<file path="src/hdl/itc_pkg.sv">
// ----------------------------------------------------------------------------
// itc_pkg: shared types and constants of the toroidal convolution engine
// Request codes, register indexes, sequencer states and default sizes.
// ----------------------------------------------------------------------------
package itc_pkg;

  localparam int DEF_MAX_ROWS = 64;
  localparam int DEF_MAX_COLS = 64;
  localparam int DEF_MAX_KDIM = 7;

  localparam int DATA_W = 32;
  localparam int IDX_W  = 12;
  localparam int CFG_W  = 16;
  localparam int CFGI_W = 3;

  typedef enum logic [1:0] {
    REQ_KERNEL = 2'd0,
    REQ_GRID   = 2'd1,
    REQ_RUN    = 2'd2,
    REQ_READ   = 2'd3
  } req_t;

  typedef enum logic [CFGI_W-1:0] {
    CFG_GRID_ROWS   = 3'd0,
    CFG_GRID_COLS   = 3'd1,
    CFG_KERNEL_ROWS = 3'd2,
    CFG_KERNEL_COLS = 3'd3,
    CFG_ITERATIONS  = 3'd4
  } cfg_idx_t;

  localparam logic [6:0]  RST_GRID_ROWS   = 7'd64;
  localparam logic [6:0]  RST_GRID_COLS   = 7'd64;
  localparam logic [2:0]  RST_KERNEL_ROWS = 3'd3;
  localparam logic [2:0]  RST_KERNEL_COLS = 3'd3;
  localparam logic [15:0] RST_ITERATIONS  = 16'd1;

  typedef enum logic [3:0] {
    ST_IDLE,
    ST_CELL_INIT,
    ST_TAP_RD,
    ST_TAP_MUL,
    ST_TAP_ACC,
    ST_DIV,
    ST_DIV_WAIT,
    ST_STORE,
    ST_COPY_RD,
    ST_COPY_WR
  } state_t;

  // Control strobes from the sequencer to the memories
  typedef struct packed {
    logic busy;
    logic next_we;
    logic grid_we;
  } seq_ctl_t;

endpackage

</file>
<file path="src/hdl/itc_div.sv">
// ----------------------------------------------------------------------------
// itc_div: iterative signed-by-unsigned divider
// Restoring division, one quotient bit per cycle, truncation toward zero.
// ----------------------------------------------------------------------------
module itc_div #(
  parameter int DW = 6
) (
  input  logic                        clk,
  input  logic                        rst,
  input  logic                        start,
  input  logic [itc_pkg::DATA_W-1:0]  dividend,
  input  logic [DW-1:0]               divisor,
  output logic                        done,
  output logic [itc_pkg::DATA_W-1:0]  quotient
);

  localparam int N  = itc_pkg::DATA_W;
  localparam int NW = $clog2(N);

  logic [N-1:0]  mag;
  logic [N-1:0]  q;
  logic [DW:0]   rem;
  logic [NW-1:0] cnt;
  logic          run;
  logic          neg;
  logic [DW:0]   shifted;
  logic          ge;

  assign shifted = {rem[DW-1:0], mag[N-1]};
  assign ge      = shifted >= {1'b0, divisor};

  always_ff @(posedge clk) begin
    if (rst) begin
      run  <= 1'b0;
      done <= 1'b0;
    end else begin
      done <= 1'b0;
      if (start) begin
        run <= 1'b1;
        cnt <= '0;
        rem <= '0;
        neg <= dividend[N-1];
        mag <= dividend[N-1] ? (~dividend + 1'b1) : dividend;
      end else if (run) begin
        rem <= ge ? (shifted - {1'b0, divisor}) : shifted;
        q   <= {q[N-2:0], ge};
        mag <= {mag[N-2:0], 1'b0};
        cnt <= cnt + 1'b1;
        if (cnt == NW'(N - 1)) begin
          run  <= 1'b0;
          done <= 1'b1;
        end
      end
    end
  end

  assign quotient = neg ? (~q + 1'b1) : q;

endmodule

</file>
<file path="src/hdl/itc_seq.sv">
// ----------------------------------------------------------------------------
// itc_seq: convolution pass sequencer
// Walks cells, kernel taps with torus wrap, one multiply-accumulate per tap,
// divides each sum, stores it, then copies the new grid back.
// ----------------------------------------------------------------------------
module itc_seq #(
  parameter int MAX_ROWS = itc_pkg::DEF_MAX_ROWS,
  parameter int MAX_COLS = itc_pkg::DEF_MAX_COLS,
  parameter int MAX_KDIM = itc_pkg::DEF_MAX_KDIM,
  parameter int GAW      = 12,
  parameter int KAW      = 6
) (
  input  logic                        clk,
  input  logic                        rst,
  input  logic                        start,
  input  logic [6:0]                  grid_rows,
  input  logic [6:0]                  grid_cols,
  input  logic [2:0]                  kernel_rows,
  input  logic [2:0]                  kernel_cols,
  input  logic [15:0]                 iterations,
  input  logic [itc_pkg::DATA_W-1:0]  grid_q,
  input  logic [itc_pkg::DATA_W-1:0]  kern_q,
  output itc_pkg::seq_ctl_t           ctl,
  output logic [GAW-1:0]              grid_raddr,
  output logic [GAW-1:0]              grid_waddr,
  output logic [KAW-1:0]              kern_raddr,
  output logic [GAW-1:0]              next_addr,
  output logic [itc_pkg::DATA_W-1:0]  next_wdata
);

  localparam int MAXD = (MAX_ROWS > MAX_COLS) ? MAX_ROWS : MAX_COLS;
  localparam int PW   = $clog2(MAXD + 1);
  localparam int KW   = $clog2(MAX_KDIM + 1);
  localparam int DW   = $clog2(MAX_KDIM * MAX_KDIM + 1);
  localparam int HMAX = (MAX_KDIM - 1) / 2;

  itc_pkg::state_t state, state_next;

  logic [PW-1:0]  rows, cols, r, c, gr, gc, gc0;
  logic [KW-1:0]  kr, kc, ti, tj, h1, h2;
  logic [15:0]    iters, pass;
  logic [GAW:0]   ncell, cp;
  logic [itc_pkg::DATA_W-1:0] prod, acc;
  logic           div_done;
  logic [itc_pkg::DATA_W-1:0] div_q;
  logic           last_tj, last_ti, last_c, last_r, last_cp;

  function automatic logic [PW-1:0] wrap_back(logic [PW-1:0] pos, logic [KW-1:0] h,
                                              logic [PW-1:0] size);
    logic [PW-1:0] p;
    p = pos;
    for (int k = 0; k < HMAX; k++) begin
      if (KW'(k) < h) p = (p == '0) ? size - 1'b1 : p - 1'b1;
    end
    return p;
  endfunction

  function automatic logic [PW-1:0] clamp_dim(logic [6:0] v, int hi);
    if (v == '0) return PW'(1);
    if (32'(v) > hi) return PW'(hi);
    return PW'(v);
  endfunction

  function automatic logic [KW-1:0] clamp_k(logic [2:0] v);
    if (v == '0) return KW'(1);
    if (32'(v) > MAX_KDIM) return KW'(MAX_KDIM);
    return KW'(v);
  endfunction

  assign h1      = (kr - 1'b1) >> 1;
  assign h2      = (kc - 1'b1) >> 1;
  assign last_tj = (tj == {h2, 1'b0} >> 0) || (tj == KW'(2 * h2));
  assign last_ti = (ti == KW'(2 * h1));
  assign last_c  = (c == cols - 1'b1);
  assign last_r  = (r == rows - 1'b1);
  assign last_cp = (cp == ncell - 1'b1);

  // Next state
  always_comb begin
    state_next = state;
    unique case (state)
      itc_pkg::ST_IDLE:      if (start && iterations != '0) state_next = itc_pkg::ST_CELL_INIT;
      itc_pkg::ST_CELL_INIT: state_next = itc_pkg::ST_TAP_RD;
      itc_pkg::ST_TAP_RD:    state_next = itc_pkg::ST_TAP_MUL;
      itc_pkg::ST_TAP_MUL:   state_next = itc_pkg::ST_TAP_ACC;
      itc_pkg::ST_TAP_ACC:
        state_next = (last_tj && last_ti) ? itc_pkg::ST_DIV : itc_pkg::ST_TAP_RD;
      itc_pkg::ST_DIV:       state_next = itc_pkg::ST_DIV_WAIT;
      itc_pkg::ST_DIV_WAIT:  if (div_done) state_next = itc_pkg::ST_STORE;
      itc_pkg::ST_STORE:
        state_next = (last_c && last_r) ? itc_pkg::ST_COPY_RD : itc_pkg::ST_CELL_INIT;
      itc_pkg::ST_COPY_RD:   state_next = itc_pkg::ST_COPY_WR;
      itc_pkg::ST_COPY_WR: begin
        if (!last_cp) state_next = itc_pkg::ST_COPY_RD;
        else if (pass + 1'b1 == iters) state_next = itc_pkg::ST_IDLE;
        else state_next = itc_pkg::ST_CELL_INIT;
      end
      default:               state_next = itc_pkg::ST_IDLE;
    endcase
  end

  // Outputs
  always_comb begin
    ctl.busy    = (state != itc_pkg::ST_IDLE);
    ctl.next_we = (state == itc_pkg::ST_STORE);
    ctl.grid_we = (state == itc_pkg::ST_COPY_WR);
    grid_raddr  = GAW'(gr) * GAW'(cols) + GAW'(gc);
    kern_raddr  = KAW'(ti) * KAW'(kc) + KAW'(tj);
    grid_waddr  = GAW'(cp);
    next_addr   = (state == itc_pkg::ST_STORE) ? GAW'(r) * GAW'(cols) + GAW'(c) : GAW'(cp);
    next_wdata  = div_q;
  end

  always_ff @(posedge clk) begin
    if (rst) state <= itc_pkg::ST_IDLE;
    else     state <= state_next;
  end

  always_ff @(posedge clk) begin
    case (state)
      itc_pkg::ST_IDLE: begin
        rows  <= clamp_dim(grid_rows, MAX_ROWS);
        cols  <= clamp_dim(grid_cols, MAX_COLS);
        kr    <= clamp_k(kernel_rows);
        kc    <= clamp_k(kernel_cols);
        iters <= iterations;
        ncell <= (GAW + 1)'(clamp_dim(grid_rows, MAX_ROWS)) *
                 (GAW + 1)'(clamp_dim(grid_cols, MAX_COLS));
        pass  <= '0;
        r     <= '0;
        c     <= '0;
        cp    <= '0;
      end
      itc_pkg::ST_CELL_INIT: begin
        gr  <= wrap_back(r, h1, rows);
        gc  <= wrap_back(c, h2, cols);
        gc0 <= wrap_back(c, h2, cols);
        ti  <= '0;
        tj  <= '0;
        acc <= '0;
      end
      itc_pkg::ST_TAP_MUL: prod <= itc_pkg::DATA_W'(grid_q * kern_q);
      itc_pkg::ST_TAP_ACC: begin
        acc <= acc + prod;
        if (last_tj) begin
          tj <= '0;
          ti <= ti + 1'b1;
          gc <= gc0;
          gr <= (gr == rows - 1'b1) ? '0 : gr + 1'b1;
        end else begin
          tj <= tj + 1'b1;
          gc <= (gc == cols - 1'b1) ? '0 : gc + 1'b1;
        end
      end
      itc_pkg::ST_STORE: begin
        if (last_c) begin
          c <= '0;
          r <= last_r ? '0 : r + 1'b1;
        end else begin
          c <= c + 1'b1;
        end
        cp <= '0;
      end
      itc_pkg::ST_COPY_WR: begin
        cp <= cp + 1'b1;
        if (last_cp) pass <= pass + 1'b1;
      end
      default: ;
    endcase
  end

  itc_div #(.DW(DW)) u_div (
    .clk      (clk),
    .rst      (rst),
    .start    (state == itc_pkg::ST_DIV),
    .dividend (acc),
    .divisor  (DW'(kr) * DW'(kc)),
    .done     (div_done),
    .quotient (div_q)
  );

endmodule

</file>
<file path="config.mk">
export PLATFORM = sky130hd
export DESIGN_NAME = itc_seq
export DESIGN_NICKNAME = d
export VERILOG_FILES = /design/src/hdl/itc_pkg.sv /design/src/hdl/itc_div.sv /design/src/hdl/itc_seq.sv
export SDC_FILE = /design/constraint.sdc
export NUM_CORES = 2
export LEC_CHECK = 0
export ABC_CLOCK_PERIOD_IN_PS = 7600
export BUFFER_PORTS_ARGS = -buffer_cell sky130_fd_sc_hd__buf_2
export CORE_ASPECT_RATIO = 1.1
export CORE_MARGIN = 1.5
export CORE_UTILIZATION = 57
export CTS_CLUSTER_SIZE = 40
export DETAILED_ROUTE_END_ITERATION = 10
export PLACE_DENSITY = 0.8
export SLEW_MARGIN = 15
export SYNTH_ARGS = -nofsm -noshare
export SYNTH_HDL_FRONTEND = slang
export SYNTH_HIERARCHICAL = 1
export SYNTH_SLANG_ARGS = --single-unit
export TNS_END_PERCENT = 20
</file>
<file path="constraint.sdc">
create_clock -name clk -period 7.6 [get_ports clk]
set_input_delay 0.38 -clock clk [delete_from_list [all_inputs] [get_ports clk]]
set_output_delay 0.38 -clock clk [all_outputs]
set_load 0.01 [all_outputs]
</file>
Word-level counts from Yosys, hierarchy flattened
Cells that the tools add are included.
- add/subtract/negate cells: 27
- multipliers: 6
- $lt $le $gt $ge: 9
- eq/ne operators: 23
- muxes and demuxes: 82
- bitwise gates (word level): 5
- reduce and logical (&&, ||, !) cells: 30
- operators with widths (operator ; number):
    $mux W7 ; 33
    $mux W32 ; 4
    $add A32 B1 Y32 const B ; 2
    $not A32 Y32 ; 2
    $pmux W32 S2 ; 1
    $logic_not A7 Y1 ; 8
    $pmux W7 S2 ; 4
    $sub A7 B1 Y7 const B ; 8
    $pmux W4 S10 ; 1
    $add A32 B32 Y32 ; 1
    $mul A32 B32 Y32 ; 1
    $pmux W16 S2 ; 1
    $add A7 B1 Y7 const B ; 4
    $eq A7 B7 Y1 ; 4
    $pmux W13 S2 ; 1
    $add A12 B7 Y12 ; 2
    $mul A7 B7 Y12 ; 2
    $mux W3 ; 7
    $mux W1 ; 19
    $add A16 B1 Y16 const B ; 1
    $eq A16 B16 Y1 ; 1
    $eq A4 B3 Y1 const B ; 4
    $mux W16 ; 1
    $mux W4 ; 4
    other kinds (36) ; 66
- bits in registers: 265
- input bits: 103
- output and inout port bits: 77
- word-level logic and storage cells: 207

Depth between registers and ports, before layout
- word-level depth: 12
- depth in mapped cells: 27
- mapped depth without buffers: 25

By module
The synthesis kept the hierarchy.
- modules (own cells, without submodules) (module ; instances ; cells each ; area an instance (um2) ; seq. area each (um2)):
    itc_seq ; 1 ; 3564 ; 33099.2 ; 5575.3
    itc_div ; 1 ; 406 ; 4514.3 ; 2322.2

Worst setup path before layout
OpenSTA, ideal clock, no wires.
- path kind: in2reg
- start: input kern_q[2] (netlist name)
- end: register prod[30] (netlist name) (data pin)
- library setup time: 0.265 ns
- arrival: 6.743 ns
- data required time: 7.335 ns
- setup slack: 0.592 ns
- stages on the path: 25
- path buffers: 2
- path through: clkbuf_1 -> clkbuf_1 -> and2_1 -> fa_1 -> inv_1 -> fa_1 -> fa_1 -> fa_1 -> inv_1 -> fa_1 -> inv_1 -> fa_1 -> inv_1 -> fa_1 -> fa_1 -> ha_1 -> a21o_1 -> a21o_1 -> a21oi_1 -> o41a_1 -> o21ai_0 -> o41ai_1 -> o21ba_2 -> o21ai_0 -> xor2_1
- longest elaborated chain between the ends: 1
- ends and longest elaborated chain (item ; line ; source):
    start, declared ; itc_seq.sv:22 ; input logic [itc_pkg::DATA_W-1:0] kern_q,
    $mul A32 B32 Y32 ; itc_seq.sv:142 ; itc_pkg::ST_TAP_MUL: prod <= itc_pkg::DATA_W'(grid_q * kern_q);
    end signal, assigned ; itc_seq.sv:142 ;
    end, declared ; itc_seq.sv:43 ; logic [itc_pkg::DATA_W-1:0] prod, acc;
Every way passes these cells.
A chain may end at the register's enable or synchronous reset.

Final worst setup path
- start: input grid_q[9] (netlist name)
- end: register prod[30] (netlist name) (data pin)
- longest elaborated chain between the ends: 1
- ends and longest elaborated chain (item ; line ; source):
    start, declared ; itc_seq.sv:21 ; input logic [itc_pkg::DATA_W-1:0] grid_q,
    $mul A32 B32 Y32 ; itc_seq.sv:142 ;
Every way passes these cells.

==> results.sh <==
export IMPL_status="finished, violations left"
export IMPL_violations="design-rule violations"
export IMPL_drtIter0Drc=1883
export IMPL_clock_path_buffers=3
export IMPL_setup_viol=0
export IMPL_cp_slowest_cell="fa_1"
export IMPL_finalCriticalPeriod_ns=6.802
export IMPL_grt_pass1_vias=28990
export IMPL_core_area_sq_mm=0.06511
export IMPL_post_cts_buffers=0
export IMPL_wl_mm=91.94
export IMPL_wl_met3_mm=5.776
export IMPL_synth_edff_count=259
export IMPL_htree_num_levels=1
export IMPL_hold_violations=0
export IMPL_finalSetupTns_ns=0
export IMPL_grt_max_degree=74
export IMPL_hpwl_mm=73.09
export IMPL_min_path_type="in -> reg"
export IMPL_area_growth_pct=7.411
export IMPL_cts_tree="built"
export IMPL_yosysSeqAreaShare_pct=21.00
export IMPL_insertion_delay_ns=0.58
export IMPL_maxCapViolCount=0
export IMPL_cp_cell_sequence="buf_2, and2_1, fa_1, fa_1, fa_1, inv_1, fa_1, inv_1, ha_1, ha_1, fa_1, fa_1, ha_1, a21o_1, a21o_1, or3_1, a211oi_1, o41a_1, o21ai_0, o41ai_1, o21ba_2, o21ai_0, xor2_1"
export IMPL_r2r_start="cols[1]$_DFFE_PP_"
export IMPL_setup_worst_path_end_class="register"
export IMPL_cp_top_family="adder cells"
export IMPL_cts_sinks=265
export IMPL_crit_start="grid_q[9]"
export IMPL_rsz0062_at_grt="false"
export IMPL_ios=180
export IMPL_die_w_um=247.9
export IMPL_synth_seq_cells=265
export IMPL_hp_start="kernel_cols[0]"
export IMPL_drc=18
export IMPL_n_fill_cell=5288
export IMPL_grt_total_usage_pct=27.65
export IMPL_cts_clk_slew_worst_paths_ns=0.07
export IMPL_tightest_slew_ns=1.091
export IMPL_max_slew_margin_pct=27.24
export IMPL_crit_top_cell="fa_1"
export IMPL_drive_gt1_share_pct=8.401
export IMPL_crit_required_ns=7.93
export IMPL_drtAntennaViolNets=0
export IMPL_synth_cell_area_sq_mm=0.03761
export IMPL_cts_buffers=30
export IMPL_portBuffers=179
export IMPL_cpPeakStageDelay_ns=0.53
export IMPL_grt_overflow_total=0
export IMPL_async_reset_ff_share_pct=0
export IMPL_ys_dominant_reg_cell="edfxtp_1"
export IMPL_avgViaCountPerCell=5.742
export IMPL_die_area_sq_mm=0.06754
export IMPL_vias=28260
export IMPL_antenna_found_initial=0
export IMPL_grt_pass1_wl_mm=148.8
export IMPL_yosys_warnings=6
export IMPL_syn_avg_cell_area_sq_um=9.474
export IMPL_postSynthNetCount=4858
export IMPL_slew_violations=0
export IMPL_fin_crit_sh_pct=89.50
export IMPL_gp_congestion=0.9362
export IMPL_crit_type="in -> reg"
export IMPL_sequential_cell_area_sq_mm=0.007898
export IMPL_dr_pass1_iters=10
export IMPL_cp_data_arrival_time_ns=7.13
export IMPL_wl_met2_mm=45.78
export IMPL_top_layer_used="met4"
export IMPL_ctsRootBufferMaster="clkbuf_16"
export IMPL_multiInputGateArea_sq_mm=0.02674
export IMPL_fin_nets=4937
export IMPL_cp_num_buf_inv=3
export IMPL_die_h_um=272.4
export IMPL_syn_instance_count=3970
export IMPL_rows=98
export IMPL_maxClockFrequency_mhz=147.0
export IMPL_wl_met1_mm=35.95
export IMPL_wl_per_cell_um=18.68
export IMPL_postLayoutCoreUtil_pct=62.05
export IMPL_cp_start_kind="input pin"
export IMPL_layout_cells_most_common="inv_1"
export IMPL_start_util_pct=57.77
export IMPL_final_cell_mix="580 x inv_1, 498 x fa_1, 415 x nand2_1, 407 x and2_1, 287 x ha_1"
export IMPL_yosysUniqueCellTypes=99
export IMPL_crit_fanout=23
export IMPL_fin_skew_ns=0.01270
==> sequential cells by signal, summed over array words and instances (netlist names), 7 cells and up <==
| signal | flops |
|---|---|
| r | 7 |
| u_div/mag | 32 |
| acc | 32 |
| rows | 7 |
| pass | 16 |
| c | 7 |
| prod | 32 |
| u_div/q | 32 |
| gc0 | 7 |
| ncell | 13 |
| cols | 7 |
| gr | 7 |
| iters | 16 |
| gc | 7 |
| cp | 13 |
==> kinds of logic after synthesis <==
| kind of cell | synth area share (%) |
|---|---|
| AOI/OAI and AO/OA | 8.053 |
| DFF | 21.00 |
| xor gates and xnor gates | 7.934 |
| buffers and inverters | 7.990 |
| adders and majority gates | 36.05 |
| muxes | 0.5123 |
| and+or+nand+nor | 18.46 |
==> final cells by class <==
class / count / share of cell area [%]
Multi-Input combinational cell: 2927 / 66.20
Timing Repair Buffer: 243 / 3.599
Clock inverter: 19 / 0.6318
Inverter: 582 / 5.407
Clock buffer: 35 / 1.979
Tap cell: 850 / 2.632
Antenna cell: 1 / 0.006194
Sequential cell: 265 / 19.55
==> metal layers <==
layer / up-vias / global-route usage [%]
li1: 12970 / -
met1: 13960 / 34.34
met2: 1085 / 48.42
met3: 249 / 3.133
met4: 0 / 11.96
met5: - / 0
==> stage by stage <==
stage / hold WS (ns) / cell area (sq um) / worst slack (ns) / instances
2_1_floorplan: 0.4491 / 37610 / 0.5917 / 3970
3_3_place_gp: 0.4810 / 39100 / 0.3664 / 4845
3_5_place_dp: 0.4879 / 39100 / 0.2199 / 4845
4_1_cts: 0.06536 / 40360 / 0.8090 / 4919
5_1_grt: 0.08958 / 40400 / 0.4518 / 4921
6_report: 0.1026 / 40400 / 0.7983 / 4922
==> what timing repair did <==
| item | in CTS | in global routing |
|---|---|---|
| hold buffers | 20 | 0 |
| hold endpoints to repair | 20 | 0 |
| resized for setup | 0 | 0 |
==> cell usage after synthesis (all sizes together) (6+ instances only) <==
library cell / instances / area [sq um]
o21bai: 18 / 135.1
and2: 407 / 2546
mux2i: 17 / 170.2
o221ai: 6 / 58.80
o31ai: 26 / 200.2
xor2: 118 / 1041
o211ai: 9 / 82.58
a211o: 9 / 78.83
o21a: 12 / 90.09
o31a: 6 / 52.55
dfxtp: 6 / 120.1
a211oi: 17 / 145.1
clkbuf: 163 / 611.8
nor3: 51 / 265.3
or2: 16 / 100.1
o21ai: 79 / 399.1
and3: 27 / 173.9
nand2: 416 / 1564
edfxtp: 259 / 7777
buf: 33 / 209.0
fa: 498 / 9970
xnor2: 221 / 1943
nand2b: 21 / 131.4
nor4: 28 / 211.5
or3: 26 / 177.7
ha: 287 / 3591
nor3b: 13 / 102.6
nand4: 22 / 137.6
a21oi: 111 / 555.5
o41ai: 22 / 256.5
inv: 581 / 2181
or4: 11 / 93.84
nor2: 203 / 764.5
nor2b: 25 / 156.4
a31oi: 14 / 93.84
a21o: 42 / 315.3
nand3: 68 / 345.3
==> final timing paths <==
| check | endpoint | slack, ns | depth (start not counted) |
|---|---|---|---|
| worst max-delay path | prod[30]$_DFFE_PP_ | 0.80 | 23 |
| worst min-delay path | kc[0]$_SDFFCE_PN1P_ | 0.10 | 2 |
| worst max register to register | gc[1]$_DFFE_PP_ | 2.38 | 15 |
| worst min register to register | u_div/q[30]$_DFFE_PP_ | 0.50 | 0 |
Power is not shown: default switching activity piles up to over one toggle a cycle in this logic, so the estimate is an artifact.
